`src/pidc_pkg.sv`:
```
// Shared types and constants for the PID step block.
// Used by pidc_mul and pid_step_with_integral_clamp; depends on nothing.
package pidc_pkg;

    // Q16.16 word and fraction
    localparam int DATA_W  = 32;
    localparam int FRAC_W  = 16;
    localparam int UREG_W  = 31;

    // Digit-serial multiplier geometry
    localparam int DIGIT_W = 4;
    localparam int DIGITS  = DATA_W / DIGIT_W;
    localparam int CNT_W   = $clog2(DIGITS);
    localparam int MA_W    = DATA_W + 1;                // multiplicand, signed
    localparam int ACC_W   = MA_W + DIGIT_W + 2;        // running high part
    localparam int PROD_W  = 2 * DATA_W + 1 - FRAC_W;   // floor(a*b / 2^16)

    // Sum of three scaled products
    localparam int SUM_W   = PROD_W + 1;

    // Configuration register indexes
    localparam int CFG_IDX_W = 3;
    typedef enum logic [CFG_IDX_W-1:0] {
        REG_GAIN_P       = 3'd0,
        REG_GAIN_I       = 3'd1,
        REG_GAIN_D       = 3'd2,
        REG_WINDUP_LIMIT = 3'd3,
        REG_STEP_TIME    = 3'd4,
        REG_STEP_RATE    = 3'd5
    } t_cfg_idx;

    // Reset values of the configuration registers
    localparam logic [UREG_W-1:0] WINDUP_LIMIT_RST = 31'd65536;
    localparam logic [UREG_W-1:0] STEP_TIME_RST    = 31'd1311;
    localparam logic [UREG_W-1:0] STEP_RATE_RST    = 31'd3276800;

    // Request to the shared multiplier
    typedef struct packed {
        logic                     start;
        logic signed [MA_W-1:0]   a;
        logic signed [DATA_W-1:0] b;
    } t_mul_req;

    // Status and result from the shared multiplier
    typedef struct packed {
        logic                     done;
        logic signed [PROD_W-1:0] prod;
    } t_mul_rsp;

endpackage

```
`src/pidc_mul.sv`:
```
// Digit-serial signed multiplier, 4 multiplier bits per cycle.
// Returns floor(a*b / 2^16) exactly; depends on pidc_pkg.
module pidc_mul (
    input  logic              i_clk,
    input  logic              i_rst_n,
    input  pidc_pkg::t_mul_req i_req,
    output pidc_pkg::t_mul_rsp o_rsp
);
    import pidc_pkg::*;

    logic signed [MA_W-1:0]    r_a;
    logic        [DATA_W-1:0]  r_b, n_b;
    logic signed [ACC_W-1:0]   r_hi, n_hi;
    logic        [DATA_W-1:0]  r_lo, n_lo;
    logic        [CNT_W-1:0]   r_cnt;
    logic                      r_busy, r_done;

    logic                      last_digit;
    logic signed [DIGIT_W:0]   digit;
    logic signed [ACC_W-1:0]   part, total;

    // One digit step: add a*digit to the high part, move 4 bits down
    always_comb begin
        last_digit = (r_cnt == CNT_W'(DIGITS - 1));
        // top digit of b carries the sign
        digit = last_digit ? {r_b[DIGIT_W-1], r_b[DIGIT_W-1:0]}
                           : {1'b0, r_b[DIGIT_W-1:0]};
        part  = ACC_W'(r_a) * ACC_W'(digit);
        total = r_hi + part;
        n_hi  = total >>> DIGIT_W;
        n_lo  = {total[DIGIT_W-1:0], r_lo[DATA_W-1:DIGIT_W]};
        n_b   = r_b >> DIGIT_W;
    end

    // Control
    always_ff @(posedge i_clk) begin
        if (!i_rst_n) begin
            r_busy <= 1'b0;
            r_done <= 1'b0;
            r_cnt  <= '0;
        end else if (i_req.start) begin
            r_busy <= 1'b1;
            r_done <= 1'b0;
            r_cnt  <= '0;
        end else if (r_busy) begin
            r_cnt <= r_cnt + CNT_W'(1);
            if (last_digit) begin
                r_busy <= 1'b0;
                r_done <= 1'b1;
            end
        end
    end

    // Operand and accumulator shift registers
    always_ff @(posedge i_clk) begin
        if (i_req.start) begin
            r_a  <= i_req.a;
            r_b  <= i_req.b;
            r_hi <= '0;
            r_lo <= '0;
        end else if (r_busy) begin
            r_b  <= n_b;
            r_hi <= n_hi;
            r_lo <= n_lo;
        end
    end

    // High part holds product >> 32; drop the 16 lowest bits for the floor
    assign o_rsp.done = r_done;
    assign o_rsp.prod = {r_hi[MA_W-1:0], r_lo[DATA_W-1:FRAC_W]};

endmodule

```
`src/pid_step_with_integral_clamp.sv`:
```
// PID step with integral clamp: sequencer, state, configuration, output register.
// Depends on pidc_pkg and pidc_mul.
//
// One item (setpoint and measurement, signed Q16.16) yields one drive value.
// All five products (error*dt, delta*rate and the three gain terms) run in turn
// through one digit-serial multiplier that retires 4 bits per cycle. When the
// output register is free, an item's result is loaded into it; the next item
// is accepted in the cycle after that, even while the result still waits on
// the output. Configuration writes are always taken (ready held high) and
// should be made while idle.
module pid_step_with_integral_clamp (
    input  logic        i_clk,
    input  logic        i_rst_n,
    // Configuration write channel
    input  logic        i_cfg_valid,
    output logic        o_cfg_ready,
    input  logic [pidc_pkg::CFG_IDX_W-1:0] i_cfg_index,
    input  logic [pidc_pkg::DATA_W-1:0]    i_cfg_data,
    // Input items
    input  logic        s_axis_tvalid,
    output logic        s_axis_tready,
    input  logic [2*pidc_pkg::DATA_W-1:0] s_axis_tdata, // [31:0] target_value, [63:32] sensed_value
    // Result items
    output logic        m_axis_tvalid,
    input  logic        m_axis_tready,
    output logic [pidc_pkg::DATA_W-1:0]   m_axis_tdata  // [31:0] drive_value
);
    import pidc_pkg::*;

    typedef enum logic [5:0] {
        S_IDLE = 6'b000001,
        S_INT  = 6'b000010,
        S_DER  = 6'b000100,
        S_PRP  = 6'b001000,
        S_ITG  = 6'b010000,
        S_DRV  = 6'b100000
    } t_state;

    localparam logic signed [DATA_W-1:0] S32_MAX = {1'b0, {(DATA_W-1){1'b1}}};
    localparam logic signed [DATA_W-1:0] S32_MIN = {1'b1, {(DATA_W-1){1'b0}}};

    t_state r_state, n_state;

    logic signed [DATA_W-1:0] r_gain_p, r_gain_i, r_gain_d;
    logic        [UREG_W-1:0] r_windup_limit, r_step_time, r_step_rate;

    logic signed [DATA_W-1:0] r_integ, r_last_err, r_err, r_deriv;
    logic signed [DATA_W:0]   r_diff;
    logic signed [SUM_W-1:0]  r_sum;
    logic        [DATA_W-1:0] r_out_data;
    logic                     r_out_valid;

    t_mul_req mul_req;
    t_mul_rsp mul_rsp;

    logic                     in_fire, out_free, out_load;
    logic signed [DATA_W-1:0] tgt, meas, err_now;
    logic signed [DATA_W:0]   err_wide;
    logic signed [SUM_W-1:0]  integ_wide, lim_pos, lim_neg, sum_total;
    logic signed [DATA_W-1:0] integ_clamped, deriv_sat, drive_sat;

    pidc_mul u_mul (
        .i_clk   (i_clk),
        .i_rst_n (i_rst_n),
        .i_req   (mul_req),
        .o_rsp   (mul_rsp)
    );

    // Handshakes
    assign o_cfg_ready   = 1'b1;
    assign s_axis_tready = (r_state == S_IDLE);
    assign in_fire       = s_axis_tvalid && s_axis_tready;
    assign out_free      = !r_out_valid || m_axis_tready;
    assign m_axis_tvalid = r_out_valid;
    assign m_axis_tdata  = r_out_data;

    // Error, saturated to 32 bits
    always_comb begin
        tgt      = s_axis_tdata[DATA_W-1:0];
        meas     = s_axis_tdata[2*DATA_W-1:DATA_W];
        err_wide = (DATA_W+1)'(tgt) - (DATA_W+1)'(meas);
        if (err_wide > (DATA_W+1)'(S32_MAX))      err_now = S32_MAX;
        else if (err_wide < (DATA_W+1)'(S32_MIN)) err_now = S32_MIN;
        else                                      err_now = err_wide[DATA_W-1:0];
    end

    // Integral update with clamp to +/- windup_limit
    always_comb begin
        integ_wide = SUM_W'(r_integ) + SUM_W'(mul_rsp.prod);
        lim_pos    = SUM_W'({1'b0, r_windup_limit});
        lim_neg    = -lim_pos;
        if (integ_wide > lim_pos)      integ_clamped = lim_pos[DATA_W-1:0];
        else if (integ_wide < lim_neg) integ_clamped = lim_neg[DATA_W-1:0];
        else                           integ_clamped = integ_wide[DATA_W-1:0];
    end

    // Derivative and final sum saturation
    always_comb begin
        if (mul_rsp.prod > PROD_W'(S32_MAX))      deriv_sat = S32_MAX;
        else if (mul_rsp.prod < PROD_W'(S32_MIN)) deriv_sat = S32_MIN;
        else                                      deriv_sat = mul_rsp.prod[DATA_W-1:0];
        sum_total = r_sum + SUM_W'(mul_rsp.prod);
        if (sum_total > SUM_W'(S32_MAX))          drive_sat = S32_MAX;
        else if (sum_total < SUM_W'(S32_MIN))     drive_sat = S32_MIN;
        else                                      drive_sat = sum_total[DATA_W-1:0];
    end

    // Sequencer: one product per state, next product launched as one finishes
    always_comb begin
        n_state       = r_state;
        mul_req.start = 1'b0;
        mul_req.a     = MA_W'(r_err);
        mul_req.b     = {1'b0, r_step_time};
        out_load      = 1'b0;
        unique case (r_state)
            S_IDLE: begin
                mul_req.a = MA_W'(err_now);
                if (in_fire) begin
                    mul_req.start = 1'b1;
                    n_state       = S_INT;
                end
            end
            S_INT: begin
                mul_req.a = r_diff;
                mul_req.b = {1'b0, r_step_rate};
                if (mul_rsp.done) begin
                    mul_req.start = 1'b1;
                    n_state       = S_DER;
                end
            end
            S_DER: begin
                mul_req.a = MA_W'(r_err);
                mul_req.b = r_gain_p;
                if (mul_rsp.done) begin
                    mul_req.start = 1'b1;
                    n_state       = S_PRP;
                end
            end
            S_PRP: begin
                mul_req.a = MA_W'(r_integ);
                mul_req.b = r_gain_i;
                if (mul_rsp.done) begin
                    mul_req.start = 1'b1;
                    n_state       = S_ITG;
                end
            end
            S_ITG: begin
                mul_req.a = MA_W'(r_deriv);
                mul_req.b = r_gain_d;
                if (mul_rsp.done) begin
                    mul_req.start = 1'b1;
                    n_state       = S_DRV;
                end
            end
            S_DRV: begin
                if (mul_rsp.done && out_free) begin
                    out_load = 1'b1;
                    n_state  = S_IDLE;
                end
            end
            default: n_state = S_IDLE;
        endcase
    end

    always_ff @(posedge i_clk) begin
        if (!i_rst_n) r_state <= S_IDLE;
        else          r_state <= n_state;
    end

    // Configuration registers
    always_ff @(posedge i_clk) begin
        if (!i_rst_n) begin
            r_gain_p       <= '0;
            r_gain_i       <= '0;
            r_gain_d       <= '0;
            r_windup_limit <= WINDUP_LIMIT_RST;
            r_step_time    <= STEP_TIME_RST;
            r_step_rate    <= STEP_RATE_RST;
        end else if (i_cfg_valid && o_cfg_ready) begin
            unique case (t_cfg_idx'(i_cfg_index))
                REG_GAIN_P:       r_gain_p       <= i_cfg_data;
                REG_GAIN_I:       r_gain_i       <= i_cfg_data;
                REG_GAIN_D:       r_gain_d       <= i_cfg_data;
                REG_WINDUP_LIMIT: r_windup_limit <= i_cfg_data[UREG_W-1:0];
                REG_STEP_TIME:    r_step_time    <= i_cfg_data[UREG_W-1:0];
                REG_STEP_RATE:    r_step_rate    <= i_cfg_data[UREG_W-1:0];
                default: ;
            endcase
        end
    end

    // Controller state: integral and previous error
    always_ff @(posedge i_clk) begin
        if (!i_rst_n) begin
            r_integ    <= '0;
            r_last_err <= '0;
        end else begin
            if (r_state == S_INT && mul_rsp.done) r_integ    <= integ_clamped;
            if (r_state == S_DER && mul_rsp.done) r_last_err <= r_err;
        end
    end

    // Per-item working registers
    always_ff @(posedge i_clk) begin
        if (in_fire) begin
            r_err  <= err_now;
            r_diff <= (DATA_W+1)'(err_now) - (DATA_W+1)'(r_last_err);
        end
        if (r_state == S_DER && mul_rsp.done) r_deriv <= deriv_sat;
        if (r_state == S_PRP && mul_rsp.done) r_sum   <= SUM_W'(mul_rsp.prod);
        if (r_state == S_ITG && mul_rsp.done) r_sum   <= sum_total;
    end

    // Output register
    always_ff @(posedge i_clk) begin
        if (!i_rst_n) begin
            r_out_valid <= 1'b0;
        end else if (out_load) begin
            r_out_valid <= 1'b1;
        end else if (m_axis_tready) begin
            r_out_valid <= 1'b0;
        end
    end

    always_ff @(posedge i_clk) begin
        if (out_load) r_out_data <= drive_sat;
    end

endmodule

```
`config.mk`:
```
export PLATFORM = sky130hd
export DESIGN_NAME = pid_step_with_integral_clamp
export DESIGN_NICKNAME = d
export VERILOG_FILES = /design/src/pidc_pkg.sv /design/src/pidc_mul.sv /design/src/pid_step_with_integral_clamp.sv
export SDC_FILE = /design/constraint.sdc
export NUM_CORES = 2
export LEC_CHECK = 0
export ABC_AREA = 1
export CELL_PAD_IN_SITES_DETAIL_PLACEMENT = 0
export CELL_PAD_IN_SITES_GLOBAL_PLACEMENT = 1
export CORE_AREA = 3 3 324 326
export DETAILED_ROUTE_END_ITERATION = 7
export DIE_AREA = 0 0 327 329
export DONT_BUFFER_PORTS = 1
export GPL_TIMING_DRIVEN = 0
export HOLD_SLACK_MARGIN = 0.12
export PLACE_DENSITY_LB_ADDON = 0.1
export SLEW_MARGIN = 5
export SYNTH_ARGS = -nofsm -noshare
export SYNTH_HDL_FRONTEND = slang
export SYNTH_SLANG_ARGS = --single-unit
```
`constraint.sdc`:
```
create_clock -name i_clk -period 5.65 [get_ports i_clk]
set_input_delay 0.2825 -clock i_clk [delete_from_list [all_inputs] [get_ports i_clk]]
set_output_delay 0.2825 -clock i_clk [all_outputs]
set_load 0.005 [all_outputs]
```
==> results.yml <==
outcome:
  status: "finished, final reports clean"
setup_path:
  cp_num_buf_inv: 3
  critPathCaptureType: "register"
  critPathTopFamily: "adder cells"
  path_cells: "ha_2, ha_4, nand2_2, buf_4, or2_2, fa_1, inv_1, fa_1, fa_1, ha_1, ha_1, nand2_1, nor2_4, nand2_1, nor4_4, nand3_2, nand3_4, nand3_1, a21o_1, nand3_1, o211ai_1, inv_1"
  crit_fanout: 10
  cp-start-kind: "register"
  critPathKind: "reg2reg"
  cp.arrival_ns: 5.99
  cp_data_required_time_ns: 6.23
  crit_slowest_cell: "fa_1"
  cp_common_cell: "fa_1"
  critPathMaxStageDelay_ns: 0.54
floorplanning:
  io_pins: 139
  fp.coreArea_um2: 102000
  rows: 117
  initial_core_util: 0.4212
  die_height_um: 329
  die-area_um2: 107600
  die_x_um: 327
timing:
  hold_violations: 0
  setup_viol: 0
  fmax_mhz: 185.0
  tightest_slew_ns: 1.241
  layout_min_cycle_time_ns: 5.405
  maxSlewHeadroom: 0.1698
  maxSlewViolCount: 0
  skew_ns: 0.04520
  post-route-period-util: 0.9567
  worst_slack_ns: 0.2449
layout:
  layout.nets: 6465
  instances_no_fill: 7323
  multi_input_area_um2: 25790
  synthToLayoutAreaGrowth_pct: 11.19
  drive_gt1_frac: 0.06585
  nFillCells: 10480
  seq_area_um2: 13660
  finalInstanceArea_um2: 47780
power:
  power.density_nw_per_um2: 621.9
  p_leak_uw: 0.02157
  ir_worst_vdd_mv: 0.5056
synth:
  yosys.area.top_type: "edfxtp_1"
  synth_area_per_cell_um2: 7.441
  synth-edff-count: 244
  yosys-top-cells-area: "edfxtp_1, dfxtp_1, nand2_1"
  async_reset_ff_frac: 0
  ys_seq_area_frac: 0.3177
  synthCells: 5775
  synth_seq_cells: 560
  ys_warn_count: 0
  synth_nets: 6342
  synthesis.area_um2: 42970
  synth.distinct_cells: 67
  synth_flop_cell: "dfxtp_1"
  synth_top_area_frac: 0.1705
flow_run:
  maxCapViolCount: 0
clock_tree:
  clkLatencyLatePin_ns: 0.66
  clk_pin_slew_ns: 0.06
  cts_tree: "built"
  cts.path.max_buffers: 3
  cts.htree.levels: 3
  cts.sinks: 560
  clockRootBuffer: "clkbuf_16"
  cts_buffers: 68
route:
  ant_nets: 0
  routed_via_density: 5.356
  drc: 0
  firstDrtPassIters: 6
  drt_iter0_drc: 3333
  wirelength_mm: 158.2
  dr_total_vias: 39220
  wl_per_cell_um: 21.61
global_routing:
  grt_pass1_vias: 37900
  grt_max_degree: 43
  overflow: 0
  grt_usage: 0.2896
  grt_pass1_wl_mm: 236.4
  antenna_found_initial: 5
placed_design:
  gp_congestion: 0.9414
  place_inst: 7148
  dp_hpwl_mm: 130.4
  pre_cts_ws_ns: -0.8862
  portBuffers: 0
  placedInstanceArea_um2: 44830
min_path:
  hp-class: "in2reg"
## what timing repair did
item,4_1_cts,5_1_grt
buffers inserted,3,7
pin swaps,1,8
hold buffers,41,1
endpoints found under the setup margin,50,46
endpoints found under the hold margin,197,1
gates resized for setup,15,51
## worst register-to-register path, delay by kind of cell (launching register included)
kind / cells / cell delay [ns]
adder cells (fa/ha/maj): 7 / 2.62
flip-flops: 1 / 0.35
AO/OA/AOI/OAI: 2 / 0.27
AND/OR/NAND/NOR: 10 / 1.73
buffers and inverters: 3 / 0.36
## layer usage
metal / vias to the layer above / GRT usage / share of wire
li1: 19340 / - / -
met1: 18470 / 0.4081 / 0.47
met2: 1208 / 0.4669 / 0.45
met3: 196 / 0.03388 / 0.056
met4: 2 / 0.08729 / 0.032
met5: - / 0 / 0.000082
## cell usage after synthesis (40+ instances only)
library cell / n
dfxtp_1: 316
nand2_1: 1233
inv_1: 710
clkbuf_1: 162
xnor2_1: 74
a22o_1: 58
fa_1: 142
o21ai_0: 505
nand3_1: 182
nor2_1: 715
edfxtp_1: 244
a21oi_1: 408
xor2_1: 111
nor3_1: 47
a221oi_1: 40
ha_1: 321
nand4_1: 43
## state kept, by name (all words and copies together), names as in the netlist, 33 cells and up
signal / cells
u_mul.r_hi: 35
r_sum: 50
u_mul.r_a: 33
r_diff: 33
## cell usage in the layout (no fill, tap or decap), types with 26 or more instances in the layout
cell type and instances:
nand2_1 1229, edfxtp_1 244, o21ai_0 501, nor3_1 47
a31oi_1 31, a22o_1 58, nand3_1 180, o21ai_2 26
inv_2 35, nand4_1 43, fa_1 142, nor2_1 710
clkbuf_16 69, xor2_1 111, dfxtp_1 309, nand2_2 40
a41oi_1 29, ha_1 315, xnor2_1 74, a221oi_1 40
inv_1 710, dlygate4sd3_1 42, a21oi_1 396, clkbuf_1 172
or2_2 34
## logic make-up after synthesis
kind of cell	Yosys count	share of synthesized area
adder cells (fa/ha/maj)	463	0.1596
flip-flops	560	0.3177
buffers and inverters	953	0.08653
other	1	0.00008726
AO/OA/AOI/OAI	1234	0.1677
XOR/XNOR	189	0.03922
AND/OR/NAND/NOR	2375	0.2291
## report_power, final
part	internal, uW	switching (uW)
Sequential	5100	839
Clock	2570	1880
Combinational	7050	12300
## cell type report
class | count | area share
Multi-Input combinational cell | 4262 | 0.5397
Sequential cell | 560 | 0.2859
Inverter | 756 | 0.05949
Clock buffer | 102 | 0.04082
Tap cell | 1368 | 0.03582
Buffer | 193 | 0.01830
Timing Repair Buffer | 57 | 0.01330
Clock inverter | 23 | 0.006520
Antenna cell | 2 | 0.0001047
## path summary, 6_finish.rpt
| check | startpoint | end | slack [ns] | cells past startpoint |
|---|---|---|---|---|
| min reg2reg | r_step_time[28] | r_step_time[28] | 0.45 | 2 |
| max | u_mul.r_cnt[0] | u_mul.r_hi[34] | 0.24 | 22 |
| max reg2reg | u_mul.r_cnt[0] | u_mul.r_hi[34] | 0.24 | 22 |
| min | i_cfg_index[0] | r_gain_d[1] | 0.14 | 4 |
## stage by stage
| stage | total power, uW | util | TNS, ns | hold WS [ns] |
|---|---|---|---|---|
| 6_report | 29720 | 0.4683 | 0 | 0.1424 |
| 5_1_grt | 32410 | 0.4683 | -0.007743 | 0.1246 |
| 4_1_cts | 29120 | 0.4662 | 0 | 0.1338 |
| 3_5_place_dp | 24320 | 0.4393 | -9.723 | 0.4154 |
| 3_3_place_gp | 24290 | 0.4379 | -217.05 | 0.4120 |
| 2_1_floorplan | 19070 | - | 0 | 0.4061 |
Note: power is estimated with default switching activity, not from simulation.
